`src/sv/ise_pkg.sv`:
```
// Shared types and constants for the insertion sort engine.
package ise_pkg;

	localparam int MAX_N_DEF = 64;
	localparam int VALUE_W   = 32;

	typedef enum logic [2:0] {
		ST_IDLE,
		ST_CHECK,
		ST_INS,
		ST_CMP,
		ST_OUT_RD,
		ST_OUT_LD
	} state_t;

	// Controller to datapath
	typedef struct packed {
		logic load_in;   // capture item, pointer <= count
		logic mark_ovf;  // note a dropped element
		logic wr_new;    // store new value at pointer, count++
		logic rd_prev;   // read entry below pointer
		logic shift;     // move read entry up to pointer, pointer--
		logic out_start; // pointer <= 0
		logic rd_cur;    // read entry at pointer
		logic out_load;  // fill output register, pointer++
		logic clear;     // empty the store for the next list
	} cmd_t;

	// Datapath to controller
	typedef struct packed {
		logic full;      // store holds MAX_N elements
		logic ptr_zero;  // insertion reached the bottom
		logic less;      // new value < entry read
		logic last;      // captured item closes the list
		logic at_end;    // pointer is on the final element
		logic out_free;  // output register can take a value
	} sts_t;

endpackage

```
`src/sv/insertion_sort_engine.sv`:
```
// Insertion sort engine: stable ascending sort of signed 32-bit lists.
// Input: the idle state takes an item, then in_stall holds while it is checked and
// walked past each held element greater than it, a read then a compare per entry.
// A full store drops the item in the check state. Output: after the last insertion,
// each result is read, then loaded while out_stall does not hold the previous one.
// Reset clears controller, element count and overflow flag; the store is left as is.
module insertion_sort_engine #(
	parameter int MAX_N = ise_pkg::MAX_N_DEF
) (
	input  logic                        clk,
	input  logic                        arst_n,
	// input channel
	input  logic                        in_valid,
	output logic                        in_stall,
	input  logic [ise_pkg::VALUE_W-1:0] value,
	input  logic                        is_last,
	// result channel
	output logic                        out_valid,
	input  logic                        out_stall,
	output logic [ise_pkg::VALUE_W-1:0] sorted_value,
	output logic                        end_of_list,
	output logic                        overflowed
);

	ise_pkg::cmd_t cmd;
	ise_pkg::sts_t sts;

	// Controller: sequences the insertion walk down the store (a read and a
	// compare per entry) and the read-out towards the output register.
	ise_ctrl u_ctrl (
		.clk      (clk),
		.arst_n   (arst_n),
		.in_valid (in_valid),
		.sts      (sts),
		.cmd      (cmd),
		.in_stall (in_stall)
	);

	// Datapath: the sorted store as a one-write, one-read memory, the walk
	// pointer, element count, overflow flag and the output register, which
	// lets the controller return to idle while the last result waits.
	ise_datapath #(
		.MAX_N (MAX_N)
	) u_dp (
		.clk          (clk),
		.arst_n       (arst_n),
		.cmd          (cmd),
		.sts          (sts),
		.value        (value),
		.is_last      (is_last),
		.sorted_value (sorted_value),
		.end_of_list  (end_of_list),
		.overflowed   (overflowed),
		.out_valid    (out_valid),
		.out_stall    (out_stall)
	);

	// An accepted item always keeps the block busy for the next cycle.
	a_busy_after_accept: assert property (@(posedge clk) disable iff (!arst_n)
		in_valid && !in_stall |=> in_stall)
		else $error("input not stalled after an accepted item");

	// A stalled result keeps its value and marks.
	a_out_hold: assert property (@(posedge clk) disable iff (!arst_n)
		out_valid && out_stall |=> out_valid && $stable(sorted_value)
		&& $stable(end_of_list) && $stable(overflowed))
		else $error("stalled result changed");

	// The overflow flag is constant across the results of one list.
	a_ovf_steady: assert property (@(posedge clk) disable iff (!arst_n)
		out_valid && !out_stall && !end_of_list |=>
		!out_valid || (overflowed == $past(overflowed)))
		else $error("overflow flag changed within a list");

endmodule

```
`src/sv/ise_ctrl.sv`:
```
// Controller state machine for the insertion sort engine.
module ise_ctrl (
	input  logic          clk,
	input  logic          arst_n,
	input  logic          in_valid,
	input  ise_pkg::sts_t sts,
	output ise_pkg::cmd_t cmd,
	output logic          in_stall
);

	ise_pkg::state_t state_q, state_d;

	always_ff @(posedge clk or negedge arst_n) begin
		if (!arst_n) begin
			state_q <= ise_pkg::ST_IDLE;
		end else begin
			state_q <= state_d;
		end
	end

	always_comb begin
		state_d  = state_q;
		cmd      = '0;
		in_stall = 1'b1;
		unique case (state_q)
			ise_pkg::ST_IDLE: begin
				in_stall = 1'b0;
				if (in_valid) begin
					cmd.load_in = 1'b1;
					state_d     = ise_pkg::ST_CHECK;
				end
			end
			ise_pkg::ST_CHECK: begin
				if (sts.full) begin
					cmd.mark_ovf = 1'b1;
					if (sts.last) begin
						cmd.out_start = 1'b1;
						state_d       = ise_pkg::ST_OUT_RD;
					end else begin
						state_d = ise_pkg::ST_IDLE;
					end
				end else begin
					state_d = ise_pkg::ST_INS;
				end
			end
			ise_pkg::ST_INS: begin
				if (sts.ptr_zero) begin
					cmd.wr_new = 1'b1;
					if (sts.last) begin
						cmd.out_start = 1'b1;
						state_d       = ise_pkg::ST_OUT_RD;
					end else begin
						state_d = ise_pkg::ST_IDLE;
					end
				end else begin
					cmd.rd_prev = 1'b1;
					state_d     = ise_pkg::ST_CMP;
				end
			end
			ise_pkg::ST_CMP: begin
				if (sts.less) begin
					cmd.shift = 1'b1;
					state_d   = ise_pkg::ST_INS;
				end else begin
					cmd.wr_new = 1'b1;
					if (sts.last) begin
						cmd.out_start = 1'b1;
						state_d       = ise_pkg::ST_OUT_RD;
					end else begin
						state_d = ise_pkg::ST_IDLE;
					end
				end
			end
			ise_pkg::ST_OUT_RD: begin
				cmd.rd_cur = 1'b1;
				state_d    = ise_pkg::ST_OUT_LD;
			end
			ise_pkg::ST_OUT_LD: begin
				if (sts.out_free) begin
					cmd.out_load = 1'b1;
					if (sts.at_end) begin
						cmd.clear = 1'b1;
						state_d   = ise_pkg::ST_IDLE;
					end else begin
						state_d = ise_pkg::ST_OUT_RD;
					end
				end
			end
			default: begin
				state_d = ise_pkg::ST_IDLE;
			end
		endcase
	end

endmodule

```
`src/sv/ise_datapath.sv`:
```
// Datapath of the insertion sort engine: store, pointer, count, output register.
module ise_datapath #(
	parameter int MAX_N = ise_pkg::MAX_N_DEF
) (
	input  logic                        clk,
	input  logic                        arst_n,
	input  ise_pkg::cmd_t               cmd,
	output ise_pkg::sts_t               sts,
	input  logic [ise_pkg::VALUE_W-1:0] value,
	input  logic                        is_last,
	output logic [ise_pkg::VALUE_W-1:0] sorted_value,
	output logic                        end_of_list,
	output logic                        overflowed,
	output logic                        out_valid,
	input  logic                        out_stall
);

	localparam int AW = $clog2(MAX_N);
	localparam int CW = $clog2(MAX_N + 1);

	logic [ise_pkg::VALUE_W-1:0] mem [MAX_N];
	logic [ise_pkg::VALUE_W-1:0] val_q;
	logic [ise_pkg::VALUE_W-1:0] rd_q;
	logic                        last_q;
	logic [CW-1:0]               cnt_q;
	logic [CW-1:0]               ptr_q;
	logic                        ovf_q;
	logic [CW-1:0]               ptr_dec;
	logic [CW-1:0]               ptr_inc;
	logic                        we;
	logic [ise_pkg::VALUE_W-1:0] wdata;
	logic                        re;
	logic [AW-1:0]               raddr;

	assign ptr_dec = ptr_q - CW'(1);
	assign ptr_inc = ptr_q + CW'(1);

	// single write port, single registered read port
	assign we    = cmd.wr_new | cmd.shift;
	assign wdata = cmd.shift ? rd_q : val_q;
	assign re    = cmd.rd_prev | cmd.rd_cur;
	assign raddr = cmd.rd_prev ? ptr_dec[AW-1:0] : ptr_q[AW-1:0];

	always_ff @(posedge clk) begin
		if (we) begin
			mem[ptr_q[AW-1:0]] <= wdata;
		end
		if (re) begin
			rd_q <= mem[raddr];
		end
	end

	always_ff @(posedge clk) begin
		if (cmd.load_in) begin
			val_q  <= value;
			last_q <= is_last;
		end
	end

	always_ff @(posedge clk or negedge arst_n) begin
		if (!arst_n) begin
			cnt_q <= '0;
			ptr_q <= '0;
			ovf_q <= 1'b0;
		end else begin
			if (cmd.load_in) begin
				ptr_q <= cnt_q;
			end else if (cmd.out_start) begin
				ptr_q <= '0;
			end else if (cmd.shift) begin
				ptr_q <= ptr_dec;
			end else if (cmd.out_load) begin
				ptr_q <= ptr_inc;
			end
			if (cmd.clear) begin
				cnt_q <= '0;
			end else if (cmd.wr_new) begin
				cnt_q <= cnt_q + CW'(1);
			end
			if (cmd.clear) begin
				ovf_q <= 1'b0;
			end else if (cmd.mark_ovf) begin
				ovf_q <= 1'b1;
			end
		end
	end

	// output register
	always_ff @(posedge clk or negedge arst_n) begin
		if (!arst_n) begin
			out_valid <= 1'b0;
		end else if (cmd.out_load) begin
			out_valid <= 1'b1;
		end else if (!out_stall) begin
			out_valid <= 1'b0;
		end
	end

	always_ff @(posedge clk) begin
		if (cmd.out_load) begin
			sorted_value <= rd_q;
			end_of_list  <= (ptr_inc == cnt_q);
			overflowed   <= ovf_q;
		end
	end

	assign sts.full     = (cnt_q == CW'(MAX_N));
	assign sts.ptr_zero = (ptr_q == '0);
	assign sts.less     = ($signed(val_q) < $signed(rd_q));
	assign sts.last     = last_q;
	assign sts.at_end   = (ptr_inc == cnt_q);
	assign sts.out_free = !out_valid || !out_stall;

endmodule

```
`config.mk`:
```
export PLATFORM = sky130hd
export DESIGN_NAME = insertion_sort_engine
export DESIGN_NICKNAME = d
export VERILOG_FILES = /design/src/sv/ise_pkg.sv /design/src/sv/insertion_sort_engine.sv /design/src/sv/ise_ctrl.sv /design/src/sv/ise_datapath.sv
export SDC_FILE = /design/constraint.sdc
export NUM_CORES = 2
export LEC_CHECK = 0
export BUFFER_PORTS_ARGS = -buffer_cell sky130_fd_sc_hd__buf_2
export CAP_MARGIN = 40
export CORE_MARGIN = 4
export CORE_UTILIZATION = 60
export DETAILED_ROUTE_END_ITERATION = 8
export PLACE_DENSITY = 0.76
export SLEW_MARGIN = 10
export SYNTH_ARGS = -nofsm -noshare
export SYNTH_HDL_FRONTEND = slang
export SYNTH_SLANG_ARGS = --single-unit
```
`constraint.sdc`:
```
create_clock -name clk -period 6.8 [get_ports clk]
set_input_delay 0.34 -clock clk [delete_from_list [all_inputs] [get_ports clk]]
set_output_delay 0.34 -clock clk [all_outputs]
set_load 0.01 [all_outputs]
```
Yosys cells after proc, flatten, opt, wreduce, memory -nomap -nowiden

Memory sizes are Yosys's and may differ from the RTL's. A register that Yosys moved wholly into a read port is not among the register bits.
Index checks and enable logic that the tools add are counted.

Magnitude comparators: 1
Reductions and logical operators: 9
Multiplexer cells: 43
Add/subtract/negate cells: 3
Bitwise logic cells: 2
Equality and inequality tests: 10

Operator list:

| kind                | count |
|---|---|
| $mux 7              | 6 |
| $lt 32x32->1        | 1 |
| $mux 32             | 1 |
| $mux 1              | 23 |
| $mux 3              | 7 |
| $pmux 3 s6          | 1 |
| $add 7x1->7 const B | 2 |
| $eq 7x7->1          | 1 |
| $eq 7x7->1 const B  | 1 |
| $logic_not 7->1     | 1 |
| $sub 7x1->7 const B | 1 |
| $eq 3x2->1 const B  | 2 |
| $eq 3x3->1 const B  | 2 |
| $mux 6              | 1 |
| $mux 2              | 2 |
| $ne 2x2->1 const B  | 2 |
| $reduce_bool 2->1   | 2 |
| $reduce_bool 4->1   | 1 |
| $eq 3x1->1 const B  | 1 |
| $logic_not 3->1     | 1 |
| $pmux 1 s3          | 1 |
| $logic_not 1->1     | 2 |
| $ne 2x1->1 const B  | 1 |
| $or 1x1->1          | 2 |
| other kinds (3)     | 3 |

Word-level logic and storage cells: 79
Memory bits (writable): 2,048
Memories: 1
Bits in registers: 86
Input port bits: 37
Output and inout port bits: 36

Memories:

| name     | words | bits a word | read ports | clocked after memory_dff | wr ports | line               | text |
|---|---|---|---|---|---|---|---|
| u_dp.mem | 64    | 32          | 1          | 1                        | 1        | ise_datapath.sv:21 | `logic [ise_pkg::VALUE_W-1:0] mem [MAX_N];` |

Longest topological paths before layout

Depth after elaboration: 9
Mapped depth: 13
Depth with buffers taken out: 11

By module

Synthesis repeated with hierarchy kept, for this count alone.

Cell total of the unflattened synthesis: 6,972
Area total of the unflattened synthesis: 92,929.1 µm²

Modules (own cells, without submodules):

| module       | area an instance (µm²) | instances | seq. area each (µm²) | cells an instance |
|---|---|---|---|---|
| ise_datapath | 92,635.1               | 1         | 64,872.2             | 6,932 |
| ise_ctrl     | 294.0                  | 1         | 75.1                 | 40 |

Worst setup path before layout

OpenSTA, ideal clock, no wires.

Path type: reg2reg
From: register u_dp.ptr_q[0]
To: memory u_dp.mem[36][0] (netlist name), enable pin
Data arrival time: 5.406 ns
Period minus slack after synthesis: 5.919 ns
Setup time: 0.513 ns
Buffers on the path: 3
Data required time: 6.287 ns
Stages on the path, launching flop included: 11
Path slack: 0.881 ns
Cell sequence: dfrtp_1 -> clkbuf_1 -> clkinv_1 -> ha_1 -> nand2b_1 -> clkbuf_1 -> nor3_1 -> o21ai_1 -> or3_1 -> clkbuf_1 -> nor4b_1

Cells in the longest elaborated chain, start to end: 6

RTL lines:

| what                         | line                | text |
|---|---|---|
| start, declared              | ise_datapath.sv:26  | `logic [CW-1:0] ptr_q;` |
| start signal, assigned       | ise_datapath.sv:67  | `ptr_q <= cnt_q;` |
| start signal, assigned       | ise_datapath.sv:71  | `ptr_q <= ptr_dec;` |
| start signal, assigned       | ise_datapath.sv:73  | `ptr_q <= ptr_inc;` |
| $logic_not 7->1              | ise_datapath.sv:108 | `assign sts.ptr_zero = (ptr_q == '0);` |
| $mux 1                       | ise_ctrl.sv:47      | `if (sts.ptr_zero) begin` |
| $pmux 1 s2                   | ise_ctrl.sv:25      | `unique case (state_q)` |
| $or 1x1->1                   | ise_datapath.sv:39  | `assign we = cmd.wr_new \| cmd.shift;` |
| $mux 1                       | ise_datapath.sv:45  | `if (we) begin` |
| $mux 1 (not written as such) | ise_datapath.sv:46  | `mem[ptr_q[AW-1:0]] <= wdata;` |
| end, declared                | ise_datapath.sv:21  |  |

Parallel ways exist; a longest one is shown, timed or not.

Worst setup path after layout

From: register u_dp.rd_q[24] (netlist name) (read register of u_dp.mem)
To: memory u_dp.mem[53][28] (netlist name), data pin

Cells in the longest elaborated chain, start to end: 4

RTL lines:

| what                    | line                | text |
|---|---|---|
| start, declared         | ise_datapath.sv:23  | `logic [ise_pkg::VALUE_W-1:0] rd_q;` |
| $lt 32x32->1            | ise_datapath.sv:109 | `assign sts.less = ($signed(val_q) < $signed(rd_q));` |
| $mux 1                  | ise_ctrl.sv:61      | `if (sts.less) begin` |
| $mux 1                  | ise_ctrl.sv:25      |  |
| $mux 32                 | ise_datapath.sv:40  | `assign wdata = cmd.shift ? rd_q : val_q;` |
| via u_dp.wdata, one bit | ise_datapath.sv:31  | `logic [ise_pkg::VALUE_W-1:0] wdata;` |

The timed path passes the listed nets, and every way through them passes these cells.

==> impl_metrics.json <==
{
  "hpwl_um": 119000,
  "dpl.cell_count": 5644,
  "tns_ns": 0,
  "coreArea_mm2": 0.138,
  "placed_cell_area_mm2": 0.0880,
  "insertion_delay_ns": 0.81,
  "grt_pass1_vias": 41900,
  "r2r_start": "u_dp.rd_q[24]",
  "internal_power_mw": 29.2,
  "yosys.area.top_type": "edfxtp_1",
  "cts_num_sinks": 2166,
  "placement_rows": 136,
  "drtIter0Drc": 6380,
  "power_frac_seq_pct": 39.2,
  "grt_start_max_net_pins": 106,
  "p_sw_share_pct": 32.3,
  "synth_area_leaders": "edfxtp_1, mux4_2, mux2i_1, o22ai_1, dfrtp_1",
  "synth_edf_count": 2147,
  "drive_gt1_share_pct": 27.6,
  "worst_slew_pin_slew_ns": 1.17,
  "max_cap_violations": 0,
  "ctsHtreeMaxLevel": 4,
  "place_congestion": 0.908,
  "fin_crit_sh_pct": 84.8,
  "min_path_cells": 2,
  "ant_nets": 0,
  "reg2regPathDepth": 13,
  "yosysTopAreaCellShare_pct": 77.1,
  "finalWorstSetupSlack_ns": 1.03,
  "ys_warn_count": 0,
  "ys_types": 53,
  "worstPathRequired_ns": 7.36,
  "overflow": 0,
  "skew_ns": 0.0331,
  "cp_max_fo": 33,
  "clk_pin_slew_ns": 0.06,
  "routed-via-count": 41900,
  "cts_resized": 0,
  "timing.hold.ws_ns": 0.243,
  "root_buffer": "clkbuf_16",
  "cts_tree": "built",
  "yosys-top-cells-count": "edfxtp_1, mux4_2, mux2i_1",
  "rsz0062_at_grt": "false",
  "syn-cell-area_mm2": 0.0836,
  "rr_endpoint": "u_dp.mem[53][28]",
  "cts_buffer_depth": 3,
  "p_per_area_mw_per_mm2": 455,
  "synth_cells": 3720,
  "synthFlopType": "edfxtp_1",
  "cts_inserted_buffers": 202,
  "die_height_um": 381,
  "start_util_pct": 60.6,
  "grt_pass1_wl_um": 309000,
  "hold_viol": 0,
  "routedWlPerCell_um": 35.4,
  "status": "finished, final reports clean",
  "crit_type": "flip-flop to flip-flop",
  "fin_util_pct": 68.6,
  "synth_most_common_cell": "edfxtp_1",
  "die_area_mm2": 0.145,
  "wl_um": 215000,
  "start_kind": "flip-flop",
  "end_kind": "flip-flop",
  "die_x_um": 381,
  "yosysSeqAreaShare_pct": 77.7,
  "worstHoldPathType": "primary input to flip-flop",
  "min_to": "u_dp.val_q[15]",
  "drt_first_pass_iters": 6,
  "antenna_found_initial": 8,
  "detailedPlace.worstSlack_ns": 1.28,
  "syn-num-nets": 3792,
  "io_pins": 73,
  "critPathArrivalTime_ns": 6.33,
  "p_total_mw": 43.1,
  "stdcell_area_mm2": 0.0947,
  "viasPerCell": 6.91,
  "slew_viol_final": 0,
  "switchingPower_mw": 13.9,
  "slew_headroom_pct": 22.1,
  "peakVddDrop_mv": 0.510,
  "track_usage_pct": 30.0,
  "nets": 4097,
  "fmax_mhz": 173,
  "syn_to_final_growth_pct": 13.3,
  "port_buffers": 72,
  "holdCritStartpoint": "value[15]",
  "ys_ff_latch": 2166,
  "drc": 0,
  "final_cells": 6066,
  "fin_crit_ns": 5.77,
  "finalSetupViolations": 0,
  "avgSynthCellArea_um2": 22.5,
  "worst-r2r-setup-slack_ns": 1.03,
  "async_reset_ff_share_pct": 0.877,
  "comb_power_share_pct": 35.7,
  "p_leak_nw": 30.3,
  "p_clk_share_pct": 25.1
}
## sequential cells by signal (all words and copies together), names as in the netlist
| register | cells |
|---|---|
| u_dp.end_of_list | 1 |
| u_dp.mem | 2048 |
| u_dp.ptr_q | 7 |
| u_dp.rd_q | 32 |
| u_dp.ovf_q | 1 |
| u_dp.out_valid | 1 |
| u_dp.last_q | 1 |
| u_dp.cnt_q | 7 |
| u_dp.sorted_value | 32 |
| u_dp.overflowed | 1 |
| u_ctrl.state_q | 3 |
| u_dp.val_q | 32 |
## cells in the final DEF (no fill, tap or decap), drive strengths merged, types with 12 or more instances in the layout
cell type and instances:
mux2i 258, dfrtp 19, clkinv 92, buf 258
nand2 40, edfxtp 2147, a21oi 33, o22ai 128
inv 45, o21ai 17, nor3 12, mux2 32
ha 35, nor2 89, nand3 13, or4 33
dlygate4sd3 38, mux4 512, clkbuf 268
## worst max-delay path, cell delays in order, from the launching register on
cell       delay (ns)
edfxtp_1         0.88
inv_1            0.13
ha_1             0.31
nand3_1          0.07
nor2_1           0.72
nand2_1          0.11
o211ai_1         0.42
o2111ai_1        0.68
a21oi_1          0.31
buf_4            0.21
nor2_4           0.06
buf_4            0.31
mux2_2           0.74
buf_4            0.44
## cell type report
cell class                      instances  area [um^2]
Clock buffer                          268         5490
Antenna cell                            8         20.0
Multi-Input combinational cell       1315        18200
Inverter                               44          165
Sequential cell                      2166        64900
Timing Repair Buffer                  296         2740
Fill cell                            8070        43300
Tap cell                             1863         2330
Clock inverter                        106          803
## metal layers
layer  global-route usage [%]  share of wire [%]  wire (um)  up-vias
met5                        0              0.011         24        -
met4                     14.2                5.5      11900        4
met3                     7.43                 12      25800      472
met2                     45.0                 47     100000     3084
met1                     42.2                 36      76900    22000
li1                         -                  -          -    16400
## power by group through the flow
stage          sequential, mW  clock (mW)  combinational (mW)
4_1_cts                  16.9        10.9                15.5
2_1_floorplan            16.8           0                10.6
3_5_place_dp             17.1           0                15.3
6_report                 16.9        10.8                15.4
5_1_grt                  16.9        11.6                16.3
3_3_place_gp             17.1           0                15.0
## logic make-up after synthesis
kind of cell | after synthesis | synth area share (%)
AOI/OAI and AO/OA | 227 | 1.75
DFF | 2166 | 77.7
and+or+nand+nor | 241 | 1.46
adders and majority gates | 35 | 0.524
xor gates and xnor gates | 10 | 0.105
buffers and inverters | 239 | 1.15
muxes | 802 | 17.3
## how the worst max path moves through the flow
stage | depth (start not counted) | slack, ns | start | end
after floorplan | 10 | 0.88 | u_dp.ptr_q[0] | u_dp.mem[36][0]
final | 13 | 1.03 | u_dp.rd_q[24] | u_dp.mem[53][28]
after global routing | 13 | 0.95 | u_dp.rd_q[24] | u_dp.mem[6][28]
after CTS | 10 | 1.25 | u_dp.ptr_q[3] | u_dp.rd_q[20]
after detailed placement | 10 | 1.28 | u_dp.ptr_q[3] | u_dp.rd_q[20]
after global placement | 11 | 1.18 | u_dp.ptr_q[0] | u_dp.rd_q[20]
## timing repair
item                      CTS  global route
hold buffers               38             0
setup buffers               0             0
hold endpoints to repair   55             0
No activity file was read; power rests on OpenSTA's default activity.
